<file path="config.mk">
export PLATFORM = sky130hd
export DESIGN_NAME = ocp_controller
export DESIGN_NICKNAME = d
export VERILOG_FILES = /design/src/rtl/ocp_pkg.sv /design/src/rtl/ocp_controller.sv
export SDC_FILE = /design/constraint.sdc
export NUM_CORES = 1
export LEC_CHECK = 0
export BUFFER_PORTS_ARGS = -buffer_cell sky130_fd_sc_hd__buf_4
export CORE_ASPECT_RATIO = 0.8
export CORE_MARGIN = 5
export CORE_UTILIZATION = 60
export CTS_CLUSTER_SIZE = 25
export DETAILED_ROUTE_END_ITERATION = 16
export PLACE_DENSITY = 0.82
export SYNTH_ARGS = -nofsm -noshare
export SYNTH_HDL_FRONTEND = slang
export SYNTH_SLANG_ARGS = --single-unit
</file>
<file path="constraint.sdc">
create_clock -name clk_i -period 6.52 [get_ports clk_i]
set_input_delay 0.326 -clock clk_i [delete_from_list [all_inputs] [get_ports clk_i]]
set_output_delay 0.326 -clock clk_i [all_outputs]
set_load 0.1 [all_outputs]
</file>
<file path="src/rtl/ocp_pkg.sv">
// Package: shared constants, codes, types and Q16.16 helpers for the contraction block.
`timescale 1ns / 1ps
package ocp_pkg;

  localparam int unsigned MAX_BASIS_DEF = 16;
  localparam int unsigned MAX_OCC_DEF   = 8;
  localparam int unsigned MAX_VIRT_DEF  = 8;

  localparam int unsigned QW       = 32;
  localparam int unsigned CFG_DW   = 5;
  localparam int unsigned CFG_IW   = 2;
  // Cycles from the last issued term until the accumulator is settled.
  localparam int unsigned DRAIN_CYCLES = 5;

  // Input item modes.
  localparam logic [1:0] MODE_COEF    = 2'd0;
  localparam logic [1:0] MODE_POT     = 2'd1;
  localparam logic [1:0] MODE_AMP     = 2'd2;
  localparam logic [1:0] MODE_COMPUTE = 2'd3;

  // Configuration register indexes.
  localparam logic [CFG_IW-1:0] CFG_BASIS_COUNT = 2'd0;
  localparam logic [CFG_IW-1:0] CFG_OCC_COUNT   = 2'd1;
  localparam logic [CFG_IW-1:0] CFG_VIRT_COUNT  = 2'd2;
  localparam logic [CFG_IW-1:0] CFG_TERM_MODE   = 2'd3;

  typedef enum logic [2:0] {
    ST_IDLE,
    ST_CLEAR,
    ST_ISSUE,
    ST_DRAIN,
    ST_OUT
  } state_e;

  // Commands from the controller to the datapath.
  typedef struct packed {
    logic load;     // write the accepted load beat into its store
    logic clear;    // zero the accumulator
    logic issue;    // start one term at the presented addresses
    logic capture;  // saturate the accumulator into the result register
  } dp_cmd_t;

  // Q16.16 product rounding: add half, floor shift, saturate to 32 bits.
  function automatic logic signed [QW-1:0] q_round(input logic signed [2*QW-1:0] p);
    logic signed [2*QW-1:0] s;
    logic signed [2*QW-17:0] r;
    begin
      s = p + 64'sd32768;
      r = (2*QW-16)'(s >>> 16);
      if (r > (2*QW-16)'(64'sh7fffffff)) begin
        q_round = 32'sh7fffffff;
      end else if (r < -(2*QW-16)'(64'sh80000000)) begin
        q_round = 32'sh80000000;
      end else begin
        q_round = r[QW-1:0];
      end
    end
  endfunction

endpackage

</file>
<file path="src/rtl/ocp_controller.sv">
// Controller: configuration registers, loop counters and the sequencing state machine.
`timescale 1ns / 1ps
module ocp_controller #(
  parameter int unsigned MAX_BASIS = ocp_pkg::MAX_BASIS_DEF,
  parameter int unsigned MAX_OCC   = ocp_pkg::MAX_OCC_DEF,
  parameter int unsigned MAX_VIRT  = ocp_pkg::MAX_VIRT_DEF,
  localparam int unsigned NBANDS = MAX_OCC + MAX_VIRT,
  localparam int unsigned IW = (MAX_BASIS > 1) ? $clog2(MAX_BASIS) : 1,
  localparam int unsigned BW = (NBANDS > 1) ? $clog2(NBANDS) : 1,
  localparam int unsigned OW = (MAX_OCC > 1) ? $clog2(MAX_OCC) : 1,
  localparam int unsigned VW = (MAX_VIRT > 1) ? $clog2(MAX_VIRT) : 1
) (
  input  logic                          clk_i,
  input  logic                          rst_ni,
  input  logic                          cfg_we_i,
  input  logic [ocp_pkg::CFG_IW-1:0]    cfg_idx_i,
  input  logic [ocp_pkg::CFG_DW-1:0]    cfg_data_i,
  input  logic                          in_valid_i,
  input  logic [1:0]                    in_mode_i,
  output logic                          in_ready_o,
  output logic                          out_valid_o,
  input  logic                          out_ready_i,
  output logic [2:0]                    occ_index_o,
  output logic [2:0]                    virt_index_o,
  output logic                          last_o,
  output ocp_pkg::dp_cmd_t              cmd_o,
  output logic [OW-1:0]                 amp_row_o,
  output logic [VW-1:0]                 amp_col_o,
  output logic [BW-1:0]                 c1_band_o,
  output logic [IW-1:0]                 mu_o,
  output logic [IW-1:0]                 nu_o,
  output logic [BW-1:0]                 c2_band_o
);

  localparam int unsigned MW = (MAX_OCC > MAX_VIRT) ? MAX_OCC : MAX_VIRT;
  localparam int unsigned JW = (MW > 1) ? $clog2(MW) : 1;
  localparam int unsigned DW = $clog2(ocp_pkg::DRAIN_CYCLES);

  ocp_pkg::state_e state_q, state_d;
  logic [4:0]    basis_q;
  logic [3:0]    occ_q, virt_q;
  logic          term_q;
  logic [OW-1:0] i_q;
  logic [VW-1:0] a_q;
  logic [IW-1:0] nu_q, mu_q;
  logic [JW-1:0] j_q;
  logic [DW-1:0] drain_q;
  int unsigned   nb, no, nv, nj;
  logic          in_acc, j_last, mu_last, nu_last, term_last, a_last, i_last;

  // Configuration registers.
  always_ff @(posedge clk_i or negedge rst_ni) begin
    if (!rst_ni) begin
      basis_q <= 5'd16;
      occ_q   <= 4'd8;
      virt_q  <= 4'd8;
      term_q  <= 1'b0;
    end else if (cfg_we_i) begin
      case (cfg_idx_i)
        ocp_pkg::CFG_BASIS_COUNT: basis_q <= cfg_data_i;
        ocp_pkg::CFG_OCC_COUNT:   occ_q   <= cfg_data_i[3:0];
        ocp_pkg::CFG_VIRT_COUNT:  virt_q  <= cfg_data_i[3:0];
        ocp_pkg::CFG_TERM_MODE:   term_q  <= cfg_data_i[0];
        default: ;
      endcase
    end
  end

  // Effective counts: zero acts as one, anything above the store size as the size.
  always_comb begin
    nb = (basis_q == '0) ? 1 : ((int'(basis_q) > MAX_BASIS) ? MAX_BASIS : int'(basis_q));
    no = (occ_q == '0) ? 1 : ((int'(occ_q) > MAX_OCC) ? MAX_OCC : int'(occ_q));
    nv = (virt_q == '0) ? 1 : ((int'(virt_q) > MAX_VIRT) ? MAX_VIRT : int'(virt_q));
    nj = term_q ? nv : no;
  end

  assign in_acc    = in_valid_i && in_ready_o;
  assign j_last    = (int'(j_q) + 1) == nj;
  assign mu_last   = (int'(mu_q) + 1) == nb;
  assign nu_last   = (int'(nu_q) + 1) == nb;
  assign term_last = j_last && mu_last && nu_last;
  assign a_last    = (int'(a_q) + 1) == nv;
  assign i_last    = (int'(i_q) + 1) == no;

  // Next state.
  always_comb begin
    state_d = state_q;
    case (state_q)
      ocp_pkg::ST_IDLE:  if (in_acc && in_mode_i == ocp_pkg::MODE_COMPUTE) begin
        state_d = ocp_pkg::ST_CLEAR;
      end
      ocp_pkg::ST_CLEAR: state_d = ocp_pkg::ST_ISSUE;
      ocp_pkg::ST_ISSUE: if (term_last) begin
        state_d = ocp_pkg::ST_DRAIN;
      end
      ocp_pkg::ST_DRAIN: if (int'(drain_q) == ocp_pkg::DRAIN_CYCLES - 1) begin
        state_d = ocp_pkg::ST_OUT;
      end
      ocp_pkg::ST_OUT:   if (out_ready_i) begin
        state_d = (a_last && i_last) ? ocp_pkg::ST_IDLE : ocp_pkg::ST_CLEAR;
      end
      default:           state_d = ocp_pkg::ST_IDLE;
    endcase
  end

  // Outputs and datapath commands.
  always_comb begin
    in_ready_o    = 1'b0;
    out_valid_o   = 1'b0;
    cmd_o         = '0;
    case (state_q)
      ocp_pkg::ST_IDLE: begin
        in_ready_o = 1'b1;
        cmd_o.load = in_acc && in_mode_i != ocp_pkg::MODE_COMPUTE;
      end
      ocp_pkg::ST_CLEAR: cmd_o.clear = 1'b1;
      ocp_pkg::ST_ISSUE: cmd_o.issue = 1'b1;
      ocp_pkg::ST_DRAIN: cmd_o.capture = int'(drain_q) == ocp_pkg::DRAIN_CYCLES - 1;
      ocp_pkg::ST_OUT:   out_valid_o = 1'b1;
      default: ;
    endcase
  end

  // State, loop counters and drain counter.
  always_ff @(posedge clk_i or negedge rst_ni) begin
    if (!rst_ni) begin
      state_q <= ocp_pkg::ST_IDLE;
      i_q     <= '0;
      a_q     <= '0;
      nu_q    <= '0;
      mu_q    <= '0;
      j_q     <= '0;
      drain_q <= '0;
    end else begin
      state_q <= state_d;
      case (state_q)
        ocp_pkg::ST_IDLE: begin
          i_q <= '0;
          a_q <= '0;
        end
        ocp_pkg::ST_CLEAR: begin
          nu_q    <= '0;
          mu_q    <= '0;
          j_q     <= '0;
          drain_q <= '0;
        end
        ocp_pkg::ST_ISSUE: begin
          if (j_last) begin
            j_q <= '0;
            if (mu_last) begin
              mu_q <= '0;
              nu_q <= nu_q + 1'b1;
            end else begin
              mu_q <= mu_q + 1'b1;
            end
          end else begin
            j_q <= j_q + 1'b1;
          end
        end
        ocp_pkg::ST_DRAIN: drain_q <= drain_q + 1'b1;
        ocp_pkg::ST_OUT: if (out_ready_i) begin
          if (a_last) begin
            a_q <= '0;
            i_q <= i_q + 1'b1;
          end else begin
            a_q <= a_q + 1'b1;
          end
        end
        default: ;
      endcase
    end
  end

  // Store addresses for the current term.
  always_comb begin
    mu_o = mu_q;
    nu_o = nu_q;
    if (term_q) begin
      amp_row_o = i_q;
      amp_col_o = VW'(j_q);
      c1_band_o = BW'(no + int'(j_q));
      c2_band_o = BW'(no + int'(a_q));
    end else begin
      amp_row_o = OW'(j_q);
      amp_col_o = a_q;
      c1_band_o = BW'(i_q);
      c2_band_o = BW'(j_q);
    end
  end

  assign occ_index_o  = 3'(i_q);
  assign virt_index_o = 3'(a_q);
  assign last_o       = a_last && i_last;

endmodule

</file>
==> results of run 1 <==
-- cells by family (layout without fill, tap and decap cells) --
kind of cell	count (synthesis)	in the layout
compound gates	79	79
xor+xnor	17	17
fa+ha+maj	15	15
buf+inv	25	68
flops	37	37
mux	23	23
simple gates	120	120
-- routing by layer --
metal  wire length [um]  part of all wire [%]  up-vias  GRT usage [%]
met4                 76                   1.1        0          5.111
li1                   -                     -     1251              -
met3                385                   5.4       13          4.313
met2               3437                    48       79          36.62
met5                  0                     0        -              0
met1               3232                    45     1236          31.64
-- cell type report --
type | count | area, um^2 | area share [%]
clock buffer | 6 | 72.57 | 2.171
clock inverter | 2 | 10.01 | 0.2995
inverter | 12 | 45.04 | 1.348
multi-input combinational | 254 | 1849 | 55.33
sequential | 37 | 929.6 | 27.82
tap | 60 | 75.07 | 2.246
timing repair buffer | 48 | 360.3 | 10.78
-- registers in the layout (all words and copies together) (netlist names) --
signal	count
occ_q	4
state_q	3
occ_index_o	3
nu_o	4
virt_q	4
mu_o	4
j_q	3
term_q	1
basis_q	5
drain_q	3
virt_index_o	3
-- power by group through the flow --
stage	clock (uW)	combinational, uW	sequential [uW]
finish	156	1000	398
detailed placement	0	997	399
CTS	158	1000	396
floorplan	0	757	434
global route	169	1060	411
global placement	0	978	395
-- placed cells by master (no fill, tap or decap), types with 3 or more instances in the layout --
cell type  netlist  final
clkbuf_8         0      5
mux2i_1          3      3
nor3_1           8      8
xnor2_1         11     11
o211ai_1         3      3
mux2_2          19     19
o21a_1           4      4
o31ai_1          5      5
dfrtp_1         34     34
a22o_1           6      6
and3b_1          3      3
nor3b_1          6      6
o22ai_1          3      3
nand3b_1         3      3
buf_4            2     48
nand2b_1         5      5
inv_1           11     11
nor2b_1         10     10
nand4_1          3      3
ha_1            13     13
nand2_1         29     29
and2_1           5      5
dfstp_2          3      3
o21ai_0         12     12
nor2_1          20     20
a211oi_1         4      4
xor2_1           5      5
nand3_1         14     14
o221a_2          3      3
a21oi_1         12     12
or4_1            3      3
-- how the worst min path moves through the flow --
stage,start,end,slack [ps],cells after the start
global placement,rst_ni,drain_q[0],310,1
CTS,rst_ni,drain_q[0],9,1
global route,rst_ni,drain_q[0],30,1
detailed placement,rst_ni,drain_q[0],320,1
floorplan,rst_ni,basis_q[0],30,0
finish,rst_ni,drain_q[1],-8,1
-- stage by stage --
stage          worst slack (ps)  total power [uW]  utilization, %  hold WS, ps
2_1_floorplan              2816              1191               -        30.41
3_3_place_gp               3848              1373           70.48        313.2
4_1_cts                    3490              1556           72.27        9.463
3_5_place_dp               3811              1396           70.48        318.6
6_report                   3449              1557           72.27       -8.456
5_1_grt                    3363              1641           72.27        27.63
-- critical path, delay by kind of cell (launching register included) --
kind            cells  cell delay, ps
compound gates      3             780
fa+ha+maj           1             380
buf+inv             1             280
flops               1             490
simple gates        1             520
==> impl_metrics.env, run 1 <==
export IMPL_outcome="finished, violations left"
export IMPL_violations="hold timing"
export IMPL_cpMaxStageDelayCell="or4_1"
export IMPL_dp_cells=411
export IMPL_worst_hold_path_type="input port to asynchronous set/reset pin"
export IMPL_num_vias=2579
export IMPL_synth_xor_area_share_pct=5.637
export IMPL_fillers=375
export IMPL_clkSlewWorstSetupHoldPaths_ps=70
export IMPL_synthCells=316
export IMPL_hold_violations=5
export IMPL_maxSlewHeadroom_pct=42.67
export IMPL_period_needed_ps=3071
export IMPL_diodes=0
export IMPL_internal_power_uw=654.7
export IMPL_clock_latency_ps=280
export IMPL_r2r_end="nu_o[0]"
export IMPL_synth_compound_area_share_pct=20.16
export IMPL_arrival_ps=2750
export IMPL_final_cells=419
export IMPL_placed_area_mm2=0.003259
export IMPL_post_cts_resized=0
export IMPL_synth_edff_count=0
export IMPL_clock_path_buffers=2
export IMPL_crit_end="last_o"
export IMPL_grt_pass1_vias=2417
export IMPL_worstPathRequired_ps=6190
export IMPL_cpPeakStageDelay_ps=520
export IMPL_synth_top_area_cell="dfrtp_1"
export IMPL_synth_simple_area_share_pct=22.42
export IMPL_switching_share_pct=57.96
export IMPL_synth_top_family_by_area="simple AND/OR/NAND/NOR gates"
export IMPL_rrSetupSlack_ps=4020
export IMPL_timing_rr_start="term_q"
export IMPL_vias_per_cell=6.155
export IMPL_final_setup_tns_ps=0
export IMPL_critical_path_max_fanout=9
export IMPL_setup_viol=0
export IMPL_startpoint_type="register"
export IMPL_cts_tree="done"
export IMPL_drt_pass1_iterations=4
export IMPL_end_kind="output port"
export IMPL_critPathKind="register to output port"
export IMPL_async_reset_ff_share_pct=100.0
export IMPL_cts_buffers=5
export IMPL_yosys_warnings=0
export IMPL_fp_dieW_um=87.53
export IMPL_worst_pin_slew_ps=859.9
export IMPL_ctsHoldBuffers=0
export IMPL_clock_sinks=37
export IMPL_critical_path_startpoint="virt_index_o[0]"
export IMPL_synth_most_common_cell="dfrtp_1"
export IMPL_path_cells="ha_1, or4_1, a21oi_1, o21a_1, o221a_2, buf_4"
export IMPL_power_frac_comb_pct=64.4
export IMPL_syn_avg_cell_area_um2=9.131
export IMPL_whs_ps=-8.456
export IMPL_powerDensity_mw_per_mm2=466.0
export IMPL_cap_violations=0
export IMPL_die_area_mm2=0.006304
export IMPL_drtIter0Drc=253
export IMPL_remaining_drc_errors=0
export IMPL_drive_gt1_share_pct=25.35
export IMPL_worstRegToRegCells=6
export IMPL_synth_top_area_share_pct=29.49
export IMPL_clockPowerShare_pct=10.0
export IMPL_seqPwrFrac_pct=25.5
export IMPL_grt_pass1_wl_mm=11.55
export IMPL_synthesis_area_mm2=0.002885
export IMPL_start_util_pct=62.39
export IMPL_wl_mm=7.132
export IMPL_root_buffer="clkbuf_8"
export IMPL_synth_cell_types=65
export IMPL_max_freq_mhz=325.6
export IMPL_io_buffers=48
export IMPL_synthMuxAreaShare_pct=8.846
export IMPL_ys_ff_latch=37
export IMPL_synth_area_top_cells="dfrtp_1, mux2_2, ha_1, nand2_1, xnor2_1"
export IMPL_dp_hpwl_mm=5.268
export IMPL_gp_congestion=0.8704
export IMPL_syn_nets=345
export IMPL_grt_antenna_before_repair=0
export IMPL_yosys_area_share_adder_pct=7.025
export IMPL_postCtsSetupRepairBufs=0
export IMPL_switchingPower_uw=902.7
export IMPL_ant_nets=0
export IMPL_synth_top_cells_by_count="dfrtp_1, nand2_1, nor2_1, mux2_2, nand3_1"
export IMPL_grt_usage_pct=22.67
export IMPL_boundaryPins=49
export IMPL_period_share_pct=47.11
export IMPL_wire_per_inst_um=17.02
export IMPL_layout_nets=387
export IMPL_htreeDepth=2
export IMPL_ir_drop_mv=0.3759
export IMPL_rsz0062_at_grt="no"
export IMPL_die_y_um=72.03
export IMPL_ys_flop_type="dfrtp_1"
export IMPL_fin_area_mm2=0.003342
export IMPL_core_area_mm2=0.004624
export IMPL_slew_viol_final=0
export IMPL_ys_seq_area_share_pct=32.22
export IMPL_p_leak_uw=0.001522
export IMPL_skew_ps=2.904
export IMPL_overflow=0
export IMPL_syn_to_final_growth_pct=15.83
export IMPL_grt_start_max_net_pins=38
export IMPL_row_count=22
(Power assumes the default switching activity.)
==> inputs of run 2 (changes only) <==
--- a/config.mk
+++ b/config.mk
@@ -5,13 +5,14 @@
 export SDC_FILE = /design/constraint.sdc
 export NUM_CORES = 1
 export LEC_CHECK = 0
+export ABC_AREA = 1
 export BUFFER_PORTS_ARGS = -buffer_cell sky130_fd_sc_hd__buf_4
 export CORE_ASPECT_RATIO = 0.8
 export CORE_MARGIN = 5
-export CORE_UTILIZATION = 60
+export CORE_UTILIZATION = 56
 export CTS_CLUSTER_SIZE = 25
 export DETAILED_ROUTE_END_ITERATION = 16
-export PLACE_DENSITY = 0.82
+export PLACE_DENSITY = 0.78
 export SYNTH_ARGS = -nofsm -noshare
 export SYNTH_HDL_FRONTEND = slang
 export SYNTH_SLANG_ARGS = --single-unit
==> constraint.sdc (replaced) <==
create_clock -name clk_i -period 3.2 [get_ports clk_i]
set_input_delay 0.16 -clock clk_i [delete_from_list [all_inputs] [get_ports clk_i]]
set_output_delay 0.16 -clock clk_i [all_outputs]
set_load 0.1 [all_outputs]
==> run 2 against run 1 <==
Net effect: the flow now finishes without violations; critical path depth increased by 2; clock-buffer cell count shrank 1; combinational power is 63% higher; clock power grew 110%; highest routed layer unchanged; register-to-register slack lost 2800 ps; sequential power is 71% higher; hold slack better by 130 ps; setup slack lost 2800 ps; via count is 0.35% higher.
==> impl_metrics.env, run 2 <==
export IMPL_overflow=0
export IMPL_synth_xor_area_share_pct=4.625
export IMPL_die_area_mm2=0.006219
export IMPL_final_setup_tns_ps=0
export IMPL_rrSetupSlack_ps=1240
export IMPL_grt_pass1_vias=2338
export IMPL_synth_cell_types=29
export IMPL_synthCells=383
export IMPL_clock_latency_ps=290
export IMPL_async_reset_ff_share_pct=100.0
export IMPL_p_leak_uw=0.001720
export IMPL_final_cell_mix="nand2_1, buf_4, inv_1, dfrtp_1, nand3_1"
export IMPL_regArea_um2=929.6
export IMPL_outcome="finished clean"
export IMPL_worst_pin_slew_ps=549.2
export IMPL_gp_congestion=0.8740
export IMPL_synth_edff_count=0
export IMPL_die_y_um=71.54
export IMPL_timing_rr_start="occ_q[1]"
export IMPL_worstRegToRegCells=10
export IMPL_critical_path_max_fanout=6
export IMPL_final_core_util_pct=69.00
export IMPL_drive_gt1_share_pct=18.81
export IMPL_ys_ff_latch=37
export IMPL_clock_sinks=37
export IMPL_grt_usage_pct=21.52
export IMPL_synth_compound_area_share_pct=11.85
export IMPL_hold_violations=0
export IMPL_synth_simple_area_share_pct=32.75
export IMPL_regMostFlops="basis_q"
export IMPL_ys_seq_area_share_pct=35.06
export IMPL_synth_area_top_cells="dfrtp_1, nand2_1, nand3_1, ha_1, inv_1"
export IMPL_htreeDepth=2
export IMPL_clock_path_buffers=2
export IMPL_clkSlewWorstSetupHoldPaths_ps=80
export IMPL_grt_pass1_wl_mm=10.71
export IMPL_yosys_area_share_adder_pct=7.645
export IMPL_syn_avg_cell_area_um2=6.922
export IMPL_wl_mm=6.258
export IMPL_max_freq_mhz=387.0
export IMPL_synth_top_family_by_area="simple AND/OR/NAND/NOR gates"
export IMPL_arrival_ps=2420
export IMPL_synth_top_cells_by_count="nand2_1, inv_1, dfrtp_1, nand3_1, o21ai_0"
export IMPL_start_util_pct=57.68
export IMPL_critPathKind="register to output port"
export IMPL_setup_viol=0
export IMPL_cap_violations=0
export IMPL_synth_top_area_share_pct=32.09
export IMPL_drtIter0Drc=164
export IMPL_diodes=0
export IMPL_drt_pass1_iterations=4
export IMPL_vias_per_cell=5.218
export IMPL_multi_input_area_mm2=0.001511
export IMPL_cts_buffers=5
export IMPL_io_buffers=48
export IMPL_min_from="cfg_data_i[4]"
export IMPL_yosys_warnings=0
export IMPL_maxSlewHeadroom_pct=63.25
export IMPL_startpoint_type="register"
export IMPL_dp_hpwl_mm=4.975
export IMPL_fillers=436
export IMPL_syn_to_final_growth_pct=19.63
export IMPL_period_needed_ps=2584
export IMPL_synthMuxAreaShare_pct=0
export IMPL_grt_start_max_net_pins=38
export IMPL_cts_tree="done"
export IMPL_worstPathRequired_ps=3040
export IMPL_boundaryPins=49
export IMPL_worst_hold_path_type="input port to register"
export IMPL_post_cts_resized=0
export IMPL_ys_flop_type="dfrtp_1"
export IMPL_min_path_cells=3
export IMPL_ant_nets=0
export IMPL_wire_per_inst_um=12.62
export IMPL_root_buffer="clkbuf_8"
export IMPL_ir_drop_mv=0.7560
export IMPL_synthesis_area_mm2=0.002651
export IMPL_syn_nets=412
export IMPL_largest_reg_flops=5
export IMPL_rsz0062_at_grt="no"
export IMPL_num_vias=2588
export IMPL_dp_cells=487
export IMPL_final_common_cell="nand2_1"
export IMPL_layout_nets=464
export IMPL_period_share_pct=80.76
export IMPL_remaining_drc_errors=0
export IMPL_synth_top_area_cell="dfrtp_1"
export IMPL_row_count=22
export IMPL_synth_most_common_cell="nand2_1"
export IMPL_grt_antenna_before_repair=0
export IMPL_skew_ps=4.416
export IMPL_slew_viol_final=0
export IMPL_final_cells=496
export IMPL_end_kind="output port"
export IMPL_hold_end="basis_q[4]"
export IMPL_powerDensity_mw_per_mm2=831.5
export IMPL_core_area_mm2=0.004597
export IMPL_fp_dieW_um=86.93
export IMPL_r2r_end="mu_o[1]"
[run 2: changes by cell type after synthesis, sizes merged, moves of 6 or more]
cell,delta
nor2b,-11
nor3,-7
mux2,-20
inv,+39
nor3b,-6
a22o,-6
nand3,+19
o21ai,+30
nand2,+106
[run 2: critical path, stage by stage, from the launching register on]
cell,delay (ps)
dfrtp_1,410
inv_2,40
nor2_1,420
ha_1,330
a21o_1,150
a21oi_1,160
o21ai_0,110
a21oi_1,180
buf_4,320
[run 2: what timing repair did]
| action | CTS | global route |
|---|---|---|
| hold buffers | 1 | 0 |
| endpoints found under the hold margin | 34 | 0 |
| buffers inserted | 0 | 0 |
[run 2: area by class of cell]
| class | instances | area share (%) |
|---|---|---|
| Clock buffer | 5 | 2.170 |
| Clock inverter | 3 | 0.5523 |
| Sequential cell | 37 | 29.31 |
| Inverter | 51 | 6.036 |
| Tap cell | 60 | 2.367 |
| Multi-Input combinational cell | 290 | 47.65 |
| Timing Repair Buffer | 50 | 11.91 |
[run 2: kinds of logic after synthesis]
| logic type | after synthesis |
|---|---|
| AOI/OAI and AO/OA | 58 |
| xor gates and xnor gates | 14 |
| adders and majority gates | 15 |
| buffers and inverters | 56 |
| DFF | 37 |
| and+or+nand+nor | 203 |
[run 2: per-layer routing]
metal,up-vias,part of all wire [%],global-route usage (%),wire length [um]
met5,-,0,0,0
met4,0,0.96,4.671,60
met3,7,6.9,3.908,430
met2,71,43,32.52,2722
met1,1178,49,32.10,3043
li1,1332,-,-,-
[run 2: how the worst max path moves through the flow]
stage / startpoint / end / slack, ps / cells after the start
detailed placement: occ_q[1] / c1_band_o[3] / 930 / 8
finish: occ_q[1] / c1_band_o[3] / 620 / 8
floorplan: occ_index_o[0] / amp_row_o[0] / -260 / 2
CTS: occ_q[1] / c1_band_o[3] / 610 / 8
global route: occ_q[1] / c1_band_o[3] / 410 / 8
global placement: occ_q[3] / c2_band_o[2] / 1020 / 8
[run 2: report_power, final]
part / switching [uW] / leakage (uW) / internal [uW]
Combinational: 1230 / 0.00119 / 402
Clock: 174 / 0.0000439 / 150
Sequential: 121 / 0.000481 / 561
[run 2: through the flow]
stage               power, uW  hold WS (ps)  instance area [um^2]  worst slack, ps
floorplan                1986        -135.6                  2655           -256.7
global placement         2298         149.3                  3075             1023
detailed placement       2324         154.8                  3075            934.1
CTS                      2652         112.3                  3172            610.5
global route             2833         128.5                  3172            411.1
finish                   2637         119.2                  3172            615.7
==> inputs of run 3 (changes only) <==
--- a/config.mk
+++ b/config.mk
@@ -9,10 +9,10 @@
 export BUFFER_PORTS_ARGS = -buffer_cell sky130_fd_sc_hd__buf_4
 export CORE_ASPECT_RATIO = 0.8
 export CORE_MARGIN = 5
-export CORE_UTILIZATION = 56
+export CORE_UTILIZATION = 51
 export CTS_CLUSTER_SIZE = 25
 export DETAILED_ROUTE_END_ITERATION = 16
-export PLACE_DENSITY = 0.78
+export PLACE_DENSITY = 0.75
 export SYNTH_ARGS = -nofsm -noshare
 export SYNTH_HDL_FRONTEND = slang
 export SYNTH_SLANG_ARGS = --single-unit
==> constraint.sdc (replaced) <==
create_clock -name clk_i -period 2.09 [get_ports clk_i]
set_input_delay 0.1045 -clock clk_i [delete_from_list [all_inputs] [get_ports clk_i]]
set_output_delay 0.1045 -clock clk_i [all_outputs]
set_load 0.1 [all_outputs]
==> run 3 against run 2 <==
Net effect: the run now ends with setup timing left; global-route usage rose by 0.53 points; first-iteration DRC count rose by 32%; non-clock buffer count rose by 18; clock skew fell by 1.4 ps; wire length rose by 14%; utilization rose by 4.3 points; critical path depth did not move; sequential share of layout area fell by 3.7 points; flip-flop and latch count did not move; clock power rose by 52%; die area rose by 8.5%.
==> impl_metrics.env, run 3 (synthesis results as in run 2) <==
export IMPL_outcome="finished, violations left"
export IMPL_violations="setup timing"
export IMPL_drive_gt1_share_pct=33.26
export IMPL_regMostFlops="basis_q"
export IMPL_cpMaxStageDelayCell="dfstp_2"
export IMPL_drt_pass1_iterations=6
export IMPL_regArea_um2=943.4
export IMPL_wl_mm=7.163
export IMPL_final_cell_mix="nand2_1, buf_4, inv_1, nand3_1, dfrtp_1"
export IMPL_placed_area_mm2=0.003307
export IMPL_worst_pin_slew_ps=471.3
export IMPL_die_area_mm2=0.006750
export IMPL_htreeDepth=2
export IMPL_row_count=23
export IMPL_period_share_pct=109.4
export IMPL_rrSetupSlack_ps=170
export IMPL_worstRegToRegCells=11
export IMPL_largest_reg_flops=5
export IMPL_path_delay_family="adder cells"
export IMPL_remaining_drc_errors=0
export IMPL_worstPathRequired_ps=1990
export IMPL_ir_drop_mv=1.244
export IMPL_ant_nets=0
export IMPL_path_cells="nor2_2, nand2_2, nand2_4, ha_4, fa_2, nand2_2, o21ai_2, buf_12"
export IMPL_min_path_cells=3
export IMPL_num_vias=2736
export IMPL_vias_per_cell=5.302
export IMPL_total_power_uw=4490
export IMPL_dp_hpwl_mm=5.250
export IMPL_gp_congestion=0.8395
export IMPL_start_util_pct=52.65
export IMPL_fin_area_mm2=0.003690
export IMPL_fillers=403
export IMPL_wl_met3_um=471
export IMPL_die_y_um=74.49
export IMPL_clkSlewWorstSetupHoldPaths_ps=80
export IMPL_grt_pass1_wl_mm=11.98
export IMPL_powerDensity_mw_per_mm2=1217
export IMPL_hold_violations=0
export IMPL_cp_common_cell="nand2_2"
export IMPL_maxSlewHeadroom_pct=68.58
export IMPL_drtIter0Drc=216
export IMPL_fp_dieW_um=90.61
export IMPL_grt_start_max_net_pins=38
export IMPL_setup_viol=6
export IMPL_slew_viol_final=0
export IMPL_boundaryPins=49
export IMPL_final_common_cell="nand2_1"
export IMPL_io_buffers=48
export IMPL_core_area_mm2=0.005036
export IMPL_period_needed_ps=2287
export IMPL_multi_input_area_mm2=0.001774
export IMPL_arrival_ps=2180
export IMPL_grt_usage_pct=22.05
export IMPL_worst_hold_path_type="input port to register"
export IMPL_hold_end="basis_q[4]"
export IMPL_min_from="cfg_data_i[4]"
export IMPL_end_kind="output port"
export IMPL_crit_buf_inv=1
export IMPL_wire_per_inst_um=13.88
export IMPL_topRoutingLayerUsed="met4"
export IMPL_clock_latency_ps=290
export IMPL_cpPeakStageDelay_ps=600
export IMPL_grt_pass1_vias=2569
export IMPL_startpoint_type="register"
export IMPL_cts_tree="done"
export IMPL_r2r_end="mu_o[0]"
export IMPL_cts_buffers=5
export IMPL_met1_length_mm=3.317
export IMPL_fin_ws_ps=-197.0
export IMPL_syn_to_final_growth_pct=39.17
export IMPL_diodes=0
export IMPL_root_buffer="clkbuf_8"
export IMPL_layout_nets=482
export IMPL_rsz0062_at_grt="yes"
export IMPL_cap_violations=0
export IMPL_grt_antenna_before_repair=0
export IMPL_clock_path_buffers=2
export IMPL_wl_met2_mm=3.323
export IMPL_whs_ps=64.64
export IMPL_critical_path_max_fanout=4
export IMPL_max_freq_mhz=437.3
export IMPL_p_leak_uw=0.001825
export IMPL_overflow=0
export IMPL_critPathKind="register to output port"
export IMPL_skew_ps=3.031
export IMPL_clock_sinks=37
export IMPL_timing_rr_start="occ_q[3]"
==> run 3: cell count changes in the layout (fill, tap and decap cells not counted), moves of 6 or more <==
| cell | previous run | this run |
|---|---|---|
| o21ai_2 | 0 | 6 |
| o21ai_1 | 22 | 16 |
| dfrtp_1 | 34 | 25 |
| nand2_1 | 129 | 119 |
| nand2_2 | 4 | 13 |
| buf_12 | 0 | 7 |
| ha_4 | 0 | 6 |
| ha_1 | 13 | 7 |
| dfrtp_2 | 0 | 8 |
| buf_4 | 49 | 58 |
| nor2_1 | 21 | 15 |
==> run 3: worst max path at each step <==
stage,from,end,slack [ps],depth (start not counted)
5_1_grt,occ_q[3],c2_band_o[1],-280,8
6_report,occ_q[3],c1_band_o[1],-200,8
4_1_cts,occ_q[3],c1_band_o[1],-240,8
3_3_place_gp,occ_q[3],c2_band_o[2],-8,8
3_5_place_dp,occ_q[3],c2_band_o[2],-50,8
2_1_floorplan,occ_q[3],c1_band_o[1],-500,7
==> run 3: tightest hold or removal path: stages <==
cell and delay, ps:
buf_4 110, nor2_1 100, a21oi_1 50
==> run 3: final cells by class <==
cell class              instances  area share (%)
multi-input cells             290           48.08
flip-flops and latches         37           25.57
repair buffers                 68           16.48
inverters                      51           5.426
well taps                      62           2.102
clock buffers                   5           1.865
clock inverters                 3          0.4747
==> run 3: metrics by stage <==
| stage | util (%) | TNS [ps] | cells | setup WS (ps) |
|---|---|---|---|---|
| after floorplan | - | -927.2 | 383 | -497.9 |
| after global placement | 65.66 | -8.269 | 497 | -8.269 |
| after detailed placement | 65.66 | -55.55 | 497 | -45.92 |
| after CTS | 70.43 | -1089 | 508 | -236.4 |
| after global routing | 73.27 | -1648 | 516 | -284.1 |
| final | 73.27 | -946.1 | 516 | -197.0 |
==> run 3: where the power goes <==
part | switching (uW) | total [uW] | internal [uW]
logic | 2080 | 2950 | 870
clock network | 264 | 494 | 230
registers | 188 | 1050 | 862
==> run 3: repair_timing <==
action	in CTS	in global routing
endpoints found under the hold margin	34	0
pin swaps	6	12
buffers inserted	2	8
resized for setup	26	18
hold buffers	1	0
endpoints found under the setup margin	7	9
==> run 3: per-layer routing <==
metal,vias up,GRT usage [%]
li1,1370,-
met1,1266,30.91
met2,93,34.73
met3,7,5.157
met4,0,5.785
met5,-,0
